<file path="config.mk">
export PLATFORM = sky130hd
export DESIGN_NAME = circular_queue_with_search
export DESIGN_NICKNAME = d
export VERILOG_FILES = /design/src/cqs_pkg.sv /design/src/cqs_ctrl.sv /design/src/cqs_dp.sv /design/src/circular_queue_with_search.sv
export SDC_FILE = /design/constraint.sdc
export NUM_CORES = 2
export LEC_CHECK = 0
export ABC_AREA = 0
export BUFFER_PORTS_ARGS = -buffer_cell sky130_fd_sc_hd__buf_4
export CAP_MARGIN = 20
export CORE_UTILIZATION = 45
export CTS_CLUSTER_DIAMETER = 150
export CTS_CLUSTER_SIZE = 25
export DETAILED_ROUTE_END_ITERATION = 10
export PLACE_DENSITY = 0.66
export SETUP_SLACK_MARGIN = 0.2
export SKIP_LAST_GASP = 1
export SLEW_MARGIN = 20
export SYNTH_ARGS = -nofsm -noshare
export SYNTH_HDL_FRONTEND = slang
export SYNTH_SLANG_ARGS = --single-unit
export TNS_END_PERCENT = 50
</file>
<file path="constraint.sdc">
create_clock -name clk -period 9.2 [get_ports clk]
set_clock_uncertainty 0.2 [all_clocks]
set_input_delay 0.46 -clock clk [delete_from_list [all_inputs] [get_ports clk]]
set_output_delay 0.46 -clock clk [all_outputs]
set_load 0.005 [all_outputs]
</file>
<file path="src/cqs_pkg.sv">
// ----------------------------------------------------------------------------
// cqs_pkg
// Shared types and constants for the circular queue with search.
// ----------------------------------------------------------------------------
`default_nettype none

package cqs_pkg;

	localparam int unsigned DEPTH = 64;
	localparam int unsigned IDX_W = $clog2(DEPTH);
	localparam int unsigned CNT_W = IDX_W + 1;
	localparam int unsigned VAL_W = 32;

	typedef enum logic [1:0] {
		OP_ENQ  = 2'd0,
		OP_DEQ  = 2'd1,
		OP_FIND = 2'd2,
		OP_LIST = 2'd3
	} cqs_op_t;

	typedef enum logic [2:0] {
		ST_ENQ   = 3'd0,
		ST_OVF   = 3'd1,
		ST_DEQ   = 3'd2,
		ST_UNF   = 3'd3,
		ST_FOUND = 3'd4,
		ST_MISS  = 3'd5,
		ST_ITEM  = 3'd6,
		ST_EMPTY = 3'd7
	} cqs_status_t;

	typedef enum logic [1:0] {
		DSEL_ZERO,
		DSEL_VAL,
		DSEL_RDATA
	} cqs_dsel_t;

	typedef enum logic [2:0] {
		S_IDLE,
		S_ENQ,
		S_DEQ,
		S_FIND,
		S_LIST
	} cqs_state_t;

	typedef struct packed {
		logic        start;
		logic        off_inc;
		logic        enq_write;
		logic        deq_adv;
		logic        push;
		cqs_status_t push_status;
		cqs_dsel_t   push_dsel;
		logic        push_last;
	} cqs_cmd_t;

	typedef struct packed {
		logic out_free;
		logic full;
		logic empty;
		logic scan_end;
		logic match;
		logic list_last;
	} cqs_stat_t;

endpackage

`default_nettype wire

</file>
<file path="src/cqs_ctrl.sv">
// ----------------------------------------------------------------------------
// cqs_ctrl
// Request sequencer: takes one request, steps the datapath through it.
// ----------------------------------------------------------------------------
`default_nettype none

module cqs_ctrl import cqs_pkg::*; (
	input  wire logic      clk,
	input  wire logic      arst_n,
	input  wire logic      s_tvalid,
	input  wire logic [1:0] req_op,
	output logic           s_tready,
	input  wire cqs_stat_t stat,
	output cqs_cmd_t       cmd
);

	cqs_state_t state_q, state_d;

	always_ff @(posedge clk or negedge arst_n) begin
		if (!arst_n) begin
			state_q <= S_IDLE;
		end else begin
			state_q <= state_d;
		end
	end

	always_comb begin
		state_d = state_q;
		case (state_q)
			S_IDLE: begin
				if (s_tvalid) begin
					case (cqs_op_t'(req_op))
						OP_ENQ:  state_d = S_ENQ;
						OP_DEQ:  state_d = S_DEQ;
						OP_FIND: state_d = S_FIND;
						OP_LIST: state_d = S_LIST;
						default: state_d = S_IDLE;
					endcase
				end
			end
			S_ENQ, S_DEQ: begin
				if (stat.out_free) state_d = S_IDLE;
			end
			S_FIND: begin
				if ((stat.scan_end || stat.match) && stat.out_free) state_d = S_IDLE;
			end
			S_LIST: begin
				if (stat.out_free && (stat.empty || stat.list_last)) state_d = S_IDLE;
			end
			default: state_d = S_IDLE;
		endcase
	end

	always_comb begin
		s_tready        = 1'b0;
		cmd             = '0;
		cmd.push_status = ST_ENQ;
		cmd.push_dsel   = DSEL_ZERO;
		case (state_q)
			S_IDLE: begin
				s_tready  = 1'b1;
				cmd.start = s_tvalid;
			end
			S_ENQ: begin
				cmd.push      = stat.out_free;
				cmd.push_last = 1'b1;
				if (stat.full) begin
					cmd.push_status = ST_OVF;
				end else begin
					cmd.enq_write   = stat.out_free;
					cmd.push_status = ST_ENQ;
					cmd.push_dsel   = DSEL_VAL;
				end
			end
			S_DEQ: begin
				cmd.push      = stat.out_free;
				cmd.push_last = 1'b1;
				if (stat.empty) begin
					cmd.push_status = ST_UNF;
				end else begin
					cmd.deq_adv     = stat.out_free;
					cmd.push_status = ST_DEQ;
					cmd.push_dsel   = DSEL_RDATA;
				end
			end
			S_FIND: begin
				cmd.push_dsel = DSEL_VAL;
				cmd.push_last = 1'b1;
				if (stat.scan_end || stat.match) begin
					cmd.push        = stat.out_free;
					cmd.push_status = (!stat.scan_end && stat.match) ? ST_FOUND : ST_MISS;
				end else begin
					cmd.off_inc = 1'b1;
				end
			end
			S_LIST: begin
				cmd.push = stat.out_free;
				if (stat.empty) begin
					cmd.push_status = ST_EMPTY;
					cmd.push_last   = 1'b1;
				end else begin
					cmd.push_status = ST_ITEM;
					cmd.push_dsel   = DSEL_RDATA;
					cmd.push_last   = stat.list_last;
					cmd.off_inc     = stat.out_free;
				end
			end
			default: begin
				s_tready = 1'b0;
			end
		endcase
	end

endmodule

`default_nettype wire

</file>
<file path="src/cqs_dp.sv">
// ----------------------------------------------------------------------------
// cqs_dp
// Datapath: slot memory, head/count/capacity, scan offset, result register.
// ----------------------------------------------------------------------------
`default_nettype none

module cqs_dp import cqs_pkg::*; (
	input  wire logic              clk,
	input  wire logic              arst_n,
	input  wire logic              cfg_wen,
	input  wire logic [CNT_W-1:0]  cfg_wdata,
	input  wire logic [VAL_W-1:0]  req_value,
	input  wire cqs_cmd_t          cmd,
	output cqs_stat_t              stat,
	output logic                   m_tvalid,
	input  wire logic              m_tready,
	output logic [VAL_W-1:0]       m_tdata,
	output logic [2:0]             m_tuser,
	output logic                   m_tlast
);

	logic [VAL_W-1:0] mem [DEPTH];

	logic [CNT_W-1:0] cap_q;
	logic [IDX_W-1:0] head_q;
	logic [CNT_W-1:0] count_q;
	logic [CNT_W-1:0] off_q;
	logic [VAL_W-1:0] val_q;
	logic [VAL_W-1:0] rdata_q;

	logic             ovld_q;
	logic [VAL_W-1:0] odata_q;
	cqs_status_t      ostat_q;
	logic             olast_q;

	logic [CNT_W-1:0] size;
	logic [CNT_W-1:0] off_d;
	logic [CNT_W-1:0] rsum, wsum, hsum;
	logic [IDX_W-1:0] raddr, waddr, head_nx;
	logic [VAL_W-1:0] push_data;

	// ring size: zero acts as one, above DEPTH acts as DEPTH
	always_comb begin
		if (cap_q == '0) begin
			size = CNT_W'(1);
		end else if (cap_q > CNT_W'(DEPTH)) begin
			size = CNT_W'(DEPTH);
		end else begin
			size = cap_q;
		end
	end

	always_comb begin
		if (cmd.start) begin
			off_d = '0;
		end else if (cmd.off_inc) begin
			off_d = off_q + CNT_W'(1);
		end else begin
			off_d = off_q;
		end
	end

	// read one offset ahead so rdata_q always matches off_q
	always_comb begin
		rsum  = CNT_W'(head_q) + off_d;
		if (rsum >= size) rsum = rsum - size;
		raddr = rsum[IDX_W-1:0];
		wsum  = CNT_W'(head_q) + count_q;
		if (wsum >= size) wsum = wsum - size;
		waddr = wsum[IDX_W-1:0];
		hsum  = CNT_W'(head_q) + CNT_W'(1);
		if (hsum >= size) hsum = '0;
		head_nx = hsum[IDX_W-1:0];
	end

	always_ff @(posedge clk) begin
		if (cmd.enq_write) begin
			mem[waddr] <= val_q;
		end
		rdata_q <= mem[raddr];
		if (cmd.start) begin
			val_q <= req_value;
		end
	end

	always_ff @(posedge clk or negedge arst_n) begin
		if (!arst_n) begin
			cap_q   <= CNT_W'(DEPTH);
			head_q  <= '0;
			count_q <= '0;
			off_q   <= '0;
		end else begin
			off_q <= off_d;
			if (cfg_wen) begin
				cap_q   <= cfg_wdata;
				head_q  <= '0;
				count_q <= '0;
			end else if (cmd.enq_write) begin
				count_q <= count_q + CNT_W'(1);
			end else if (cmd.deq_adv) begin
				head_q  <= head_nx;
				count_q <= count_q - CNT_W'(1);
			end
		end
	end

	always_comb begin
		case (cmd.push_dsel)
			DSEL_VAL:   push_data = val_q;
			DSEL_RDATA: push_data = rdata_q;
			default:    push_data = '0;
		endcase
	end

	always_ff @(posedge clk or negedge arst_n) begin
		if (!arst_n) begin
			ovld_q <= 1'b0;
		end else if (cmd.push) begin
			ovld_q <= 1'b1;
		end else if (m_tready) begin
			ovld_q <= 1'b0;
		end
	end

	always_ff @(posedge clk) begin
		if (cmd.push) begin
			odata_q <= push_data;
			ostat_q <= cmd.push_status;
			olast_q <= cmd.push_last;
		end
	end

	assign stat.out_free  = !ovld_q || m_tready;
	assign stat.full      = (count_q >= size);
	assign stat.empty     = (count_q == '0);
	assign stat.scan_end  = (off_q >= count_q);
	assign stat.match     = (rdata_q == val_q);
	assign stat.list_last = ((off_q + CNT_W'(1)) == count_q);

	assign m_tvalid = ovld_q;
	assign m_tdata  = odata_q;
	assign m_tuser  = ostat_q;
	assign m_tlast  = olast_q;

endmodule

`default_nettype wire

</file>
<file path="src/circular_queue_with_search.sv">
// ----------------------------------------------------------------------------
// circular_queue_with_search
// Ring-buffer FIFO of configurable capacity with enqueue, dequeue, find, list.
// ----------------------------------------------------------------------------
//  channel  | signals                          | contents
//  ---------+----------------------------------+---------------------------------
//  request  | s_tvalid s_tready s_tdata s_tuser| tuser[1:0] opcode, tdata value
//  result   | m_tvalid m_tready m_tdata m_tuser| tuser[2:0] status, tdata data,
//           | m_tlast                          | tlast last result of a request
//  config   | cfg_wen cfg_wdata                | [6:0] capacity (empties queue)
//
//  One request at a time: the idle state takes it, enqueue and dequeue give
//  one result each, find compares entries from the head until a match or the
//  last entry, and list emits every entry in order; the single read port of
//  the slot memory sets the pace. A result waits in an output register; a
//  stalled m_tready holds the sequencer. After reset the queue is empty with
//  capacity 64; no clearing pass is needed.
// ----------------------------------------------------------------------------
`default_nettype none

module circular_queue_with_search import cqs_pkg::*; (
	input  wire logic             clk,
	input  wire logic             arst_n,
	input  wire logic             cfg_wen,
	input  wire logic [CNT_W-1:0] cfg_wdata,  // [6:0] capacity
	input  wire logic             s_tvalid,
	output logic                  s_tready,
	input  wire logic [VAL_W-1:0] s_tdata,    // [31:0] value
	input  wire logic [1:0]       s_tuser,    // [1:0] opcode
	output logic                  m_tvalid,
	input  wire logic             m_tready,
	output logic [VAL_W-1:0]      m_tdata,    // [31:0] data
	output logic [2:0]            m_tuser,    // [2:0] status
	output logic                  m_tlast
);

	cqs_cmd_t  cmd;
	cqs_stat_t stat;

	cqs_ctrl u_ctrl (
		.clk      (clk),
		.arst_n   (arst_n),
		.s_tvalid (s_tvalid),
		.req_op   (s_tuser),
		.s_tready (s_tready),
		.stat     (stat),
		.cmd      (cmd)
	);

	cqs_dp u_dp (
		.clk       (clk),
		.arst_n    (arst_n),
		.cfg_wen   (cfg_wen),
		.cfg_wdata (cfg_wdata),
		.req_value (s_tdata),
		.cmd       (cmd),
		.stat      (stat),
		.m_tvalid  (m_tvalid),
		.m_tready  (m_tready),
		.m_tdata   (m_tdata),
		.m_tuser   (m_tuser),
		.m_tlast   (m_tlast)
	);

endmodule

`default_nettype wire

</file>
### Word level (Yosys, flattened, before mapping)

Memories as Yosys holds them, arrays and structs flattened. A register that Yosys moved wholly into a read port is not among the register bits.
Cells that the tools add are included.

* $add $sub $neg: 8
* $lt $le $gt $ge: 6
* eq/ne operators: 16
* multiplexer cells: 41
* reduce and logical (&&, ||, !) cells: 18

Operator list (count)
* 32-bit case mux with 2 select lines: 1
* 7-bit 2-to-1 mux: 7
* 6-bit 2-to-1 mux: 6
* 7-bit >= comparator: 5
* 32-bit == test: 1
* 7-bit case mux with 4 select lines: 1
* 3-bit case mux with 4 select lines: 2
* 1-bit 2-to-1 mux: 17
* 6-bit by 7-bit adder with 7-bit output: 2
* 7-bit by 1-bit adder with 7-bit output, second input constant: 2
* 7-bit logical NOT: 2
* 3-bit 2-to-1 mux: 4
* 6-bit subtractor: 2
* 6-bit by 1-bit adder with 7-bit output, second input constant: 1
* 7-bit == test: 1
* 7-bit > comparator, second input constant: 1
* 7-bit by 1-bit subtractor with 7-bit output, second input constant: 1
* 2-bit == test, second input constant: 3
* 3-bit by 2-bit == test with 1-bit output, second input constant: 2
* 2-bit by 1-bit != test with 1-bit output, second input constant: 3
* 2-bit by 1-bit == test with 1-bit output, second input constant: 2
* 4-bit 2-to-1 mux: 1
* 2-bit != test, second input constant: 2
* 4-bit AND reduction: 1
* other kinds (13): 19

* register bits after elaboration: 99
* memory bits (writable): 2048
* bits of input ports: 46
* word-level logic and storage cells: 100
* memories: 1

Memory list
* u_dp.mem: words 64, bits a word 32, rd ports 1, clocked after Yosys merged registers in 1, write ports 1, RTL line cqs_dp.sv:22 `logic [VAL_W-1:0] mem [DEPTH];`

### Depth between registers and ports, before layout

* depth after elaboration: 9
* mapped depth: 33
* mapped depth without buffers: 28

### Cells and area by module

A second synthesis with hierarchy kept.

* cells, all modules: 6633
* area total of the unflattened synthesis: 88451.1 sq um

By module, submodules not included
* cqs_dp: times used 1, cells an instance 6587, area an instance 88075.7 sq um
* cqs_ctrl: times used 1, cells an instance 46, area an instance 375.4 sq um

### Worst setup path before layout

No wires, ideal clock.

* kind: flip-flop to flip-flop
* start: register u_dp.val_q[26]
* end: register u_dp.rdata_q[28], read port of u_dp.mem
* setup time: 0.134 ns
* arrival time: 6.476 ns
* path slack: 2.390 ns
* stages on the path, launching flop included: 27
* buffers on the path: 2
* cells stage by stage: edfxtp_1 -> xor2_1 -> nor4_1 -> nand4_1 -> nor2_1 -> a21oi_1 -> a31oi_1 -> mux2i_1 -> or2_2 -> inv_1 -> ha_1 -> a211oi_1 -> nor4b_1 -> nor3_1 -> inv_1 -> ha_1 -> nand2_1 -> nor2_1 -> a311oi_4 -> and2_1 -> buf_4 -> clkbuf_1 -> mux2i_1 -> a22oi_1 -> a21oi_1 -> nor3_1 -> or4_1

* word-level cells in the longest chain between the ends: 9
* elaborated cells on any way between the ends: 10

Ends and longest elaborated chain
* from (decl): RTL line cqs_dp.sv:28 `logic [VAL_W-1:0] val_q;`
* from (signal assigned): RTL line cqs_dp.sv:82 `val_q <= req_value;`
* 32-bit == test (*): RTL line cqs_dp.sv:137 `assign stat.match = (rdata_q == val_q);`
* 1-bit logical OR (*): RTL line cqs_ctrl.sv:89 `if (stat.scan_end || stat.match) begin`
* 1-bit 2-to-1 mux (*): RTL line cqs_ctrl.sv:89
* 1-bit case mux with 2 select lines (*): RTL line cqs_ctrl.sv:59 `case (state_q)`
* 7-bit 2-to-1 mux (*): RTL line cqs_dp.sv:56 `end else if (cmd.off_inc) begin`
* 7-bit 2-to-1 mux (*): RTL line cqs_dp.sv:54 `if (cmd.start) begin`
* net u_dp.off_d[1]: RTL line cqs_dp.sv:37 `logic [CNT_W-1:0] off_d;`
* 6-bit by 7-bit adder with 7-bit output (*): RTL line cqs_dp.sv:65 `rsum = CNT_W'(head_q) + off_d;`
* 6-bit subtractor or 7-bit >= comparator (tied branches): RTL line cqs_dp.sv:66 `if (rsum >= size) rsum = rsum - size;`
* 6-bit 2-to-1 mux (*): RTL line cqs_dp.sv:66
* to (decl): RTL line cqs_dp.sv:29 `logic [VAL_W-1:0] rdata_q;`

Mark *: on every way through the listed nets, which the timed path passes. The rest lies on a longest branch.
A chain may end at the register's enable or synchronous reset.

### Final worst setup path

* start: register u_dp.rdata_q[15], read port of u_dp.mem
* end: register u_dp.rdata_q[9], read port of u_dp.mem

* word-level cells in the longest chain between the ends: 9
* elaborated cells on any way between the ends: 10

Ends and longest elaborated chain (RTL line)
* 32-bit == test (*): cqs_dp.sv:137
* 1-bit logical OR (*): cqs_ctrl.sv:89
* 1-bit 2-to-1 mux (*): cqs_ctrl.sv:89
* 1-bit case mux with 2 select lines (*): cqs_ctrl.sv:59
* 7-bit 2-to-1 mux (*): cqs_dp.sv:56
* 7-bit 2-to-1 mux (*): cqs_dp.sv:54
* net u_dp.off_d[0]: cqs_dp.sv:37
* 6-bit by 7-bit adder with 7-bit output (*): cqs_dp.sv:65
* 6-bit subtractor or 7-bit >= comparator (tied branches): cqs_dp.sv:66
* 6-bit 2-to-1 mux (*): cqs_dp.sv:66

Marked as above.

==> out/qor.yml <==
status:
  status: "completed"
hold_path:
  min_delay_path_depth: 5
  hold_path.class: "input pin to flop"
  min_to: "u_ctrl.state_q[1]"
  hold_path.startpoint: "s_tuser[0]"
drt:
  dr.pass1.iters: 8
  num_vias: 56474
  post-route-drc-count: 0
  drt_iter0_markers: 9064
  antenna_left: 0
  routed_wl_mm: 280
  wire_per_inst_um: 31.7
  viasPerCell: 6.40
setup_path:
  cp_max_fo: 25
  start_kind: "flop"
  reg2reg_depth: 28
  cp.arrival_ns: 9.25
  critPathKind: "flop to flop"
  rr_endpoint: "u_dp.rdata_q[9]"
  slowest_delay_ns: 0.78
  r2r_slack_ns: 0.49
  crit_required_ns: 9.73
  end_kind: "flop"
  slowest_stage: "a31oi_1"
  timing.rr.start: "u_dp.rdata_q[15]"
grt:
  grt_max_degree: 111
  grt_use_total: 0.277
  grt_pass1_vias: 52668
  antenna_found_initial: 13
  grt_pass1_wl_mm: 392
  gr-total-overflow: 0
finish:
  layout-drive-gt1-share: 0.101
  syn2layout_area_growth_pct: 10.2
  finalNetCount: 6337
synth:
  synth-simple-area-share: 0.102
  synth_nets: 6189
  synth.largest_area_cell: "edfxtp_1"
  synth_async_sr_flop_share: 0.0142
  synth_cells: 6079
  synth_edf_count: 2116
  muxShareOfSynthArea: 0.0305
  synthAdderAreaFrac: 0.00957
  synth_xor_area_frac: 0.00710
  avgSynthCellArea_um2: 14.4
  netlist_area_um2: 87600
  synth_compound_area_frac: 0.0871
  synth_top_area_frac: 0.726
  yosys_register_bits: 2179
  synthFlopType: "edfxtp_1"
  synth_top_family_by_area: "simple AND/OR/NAND/NOR gates"
  yosysWarnings: 0
  synth.distinct_cells: 78
  yosysSeqAreaShare: 0.742
  synthTopCellsByArea: "edfxtp_1 (73%), nand2_1 (5.3%), mux2i_1 (2.9%), a211oi_1 (1.6%), and3_1 (1.5%)"
die:
  dieArea_um2: 196000
  die_w_um: 443
  die_height_um: 443
  start_util: 0.454
  coreArea_um2: 193000
  num_rows: 161
  top_level_ports: 84
place:
  pre_cts_ws_ns: 0.482
  port_buffers: 83
  place_congestion: 0.916
  dp_hpwl_mm: 164
sta:
  fin_tns_setup_ns: 0
  max_slew_margin: 0.209
  hold_slack_ns: 0.0569
  finalCritPeriodShare: 0.947
  fmax_mhz: 115
  drv_slew: 0
  rsz0062_at_grt: "true"
  tightest_slew_ns: 1.18
  fin_ws_ns: 0.487
  post-route-min-period_ns: 8.71
  setup_violations: 0
  hold_viol: 0
cts:
  clk_path_buf_depth: 3
  tritoncts: "done"
  htree_levels: 3
  insertion_delay_ns: 0.81
  clkTransAtPathRegs_ns: 0.10
  clkSinkCount: 2179
  numCtsBuffers: 97
  clockRootBuffer: "clkbuf_16"
power:
  ir_worst_vdd_v: 0.000361
  p_per_area_nw_per_um2: 330
  power_w: 0.0318
  leakage_nw: 32.4
flow_run:
  maxCapViolCount: 0
sequential cells by signal (all words and copies together), names as in the netlist:
signal,flops
u_ctrl.state_q,3
u_dp.cap_q,7
u_dp.count_q,7
u_dp.head_q,6
u_dp.m_tdata,32
u_dp.m_tlast,1
u_dp.m_tuser,3
u_dp.m_tvalid,1
u_dp.mem,2048
u_dp.off_q,7
u_dp.rdata_q,32
u_dp.val_q,32
how the worst max path moves through the flow:
stage	endpoint	slack (ns)	startpoint
after global routing	u_dp.rdata_q[14]	0.14	u_dp.rdata_q[15]
after floorplan	u_dp.rdata_q[28]	2.39	u_dp.val_q[26]
after CTS	u_dp.rdata_q[9]	0.42	u_dp.rdata_q[15]
final	u_dp.rdata_q[9]	0.49	u_dp.rdata_q[15]
after global placement	u_dp.rdata_q[19]	0.42	u_dp.rdata_q[15]
after detailed placement	u_dp.rdata_q[5]	0.48	u_dp.rdata_q[15]
logic make-up after synthesis:
logic type               Yosys count
flip-flops                      2179
XOR/XNOR                          71
AND/OR/NAND/NOR                 2035
buffers and inverters            435
adder cells (fa/ha/maj)           64
multiplexers                     265
AO/OA/AOI/OAI                   1030
critical path, delay by kind of cell (launching register included):
family / cells / cell delay [ns]
buffers and inverters: 4 / 0.90
adders and majority gates: 3 / 0.85
and+or+nand+nor: 8 / 2.28
xor gates and xnor gates: 3 / 0.74
DFF: 1 / 0.64
AOI/OAI and AO/OA: 10 / 2.99
layer usage:
| metal | vias up | GRT usage | share of wire |
|---|---|---|---|
| met2 | 3804 | 0.429 | 0.45 |
| met5 | - | 0 | 0.000047 |
| met4 | 2 | 0.131 | 0.054 |
| li1 | 23601 | - | - |
| met1 | 28471 | 0.379 | 0.38 |
| met3 | 596 | 0.0534 | 0.12 |
area by class of cell:
class	instances	area [µm²]
Inverter	37	139
Antenna cell	3	7.51
Multi-Input combinational cell	3466	21400
Tap cell	2526	3160
Clock inverter	6	108
Clock buffer	159	2680
Sequential cell	2179	65000
Fill cell	15993	96500
Timing Repair Buffer	446	4100
report_power, final:
group          switching (W)  leakage [nW]  internal, W
combinational         0.0102          11.4      0.00466
sequential          0.000260          19.7       0.0117
clock                0.00303          1.33      0.00203
cell usage after synthesis (all sizes together), types with 6 or more instances:
cell type  instances
or3                7
a21oi            134
dfrtp             30
a32o               8
o41ai             10
nor4              22
xor2              44
a221oi            22
o21ai             84
buf              236
nand2           1231
nand4             29
nand3            226
nor2             168
inv               37
o31ai             12
a22oi             46
o311ai            14
a222oi            13
and3             212
o221ai             7
a311oi           131
nor2b              6
o2111ai            7
nand2b            18
a31oi            128
dfxtp             32
a21o              21
ha                59
edfxtp          2116
clkbuf           162
a32oi            143
or4               10
a211oi           187
nor3              83
mux2              14
a221o              8
a2111oi            6
and2               8
mux2i            251
xnor2             27
o21a               6
nor3b              6
a211o             10
stage by stage:
step                 util  cell area, µm²  std cells
floorplan               -           87600       6079
global placement    0.482           93000       8590
detailed placement  0.482           93100       8590
CTS                 0.500           96400       8810
global route        0.500           96500       8819
finish              0.500           96500       8822
cell usage in the layout (no fill, tap or decap), drive strengths merged, types with 84 or more instances in the layout:
master  netlist  routed
nor2        168     168
buf         236     392
edfxtp     2116    2116
mux2i       251     251
a211oi      187     187
clkbuf      162     159
a31oi       128     128
o21ai        84      84
and3        212     212
a32oi       143     143
a21oi       134     134
nand3       226     226
a311oi      131     131
nand2      1231    1231
repair_timing:
item / CTS / global route
buffers inserted: 0 / 8
hold endpoints to repair: 81 / 0
hold buffers: 55 / 0
gates resized for setup: 0 / 4
setup endpoints to repair: 0 / 24
Power figures use the tool's default switching activity.
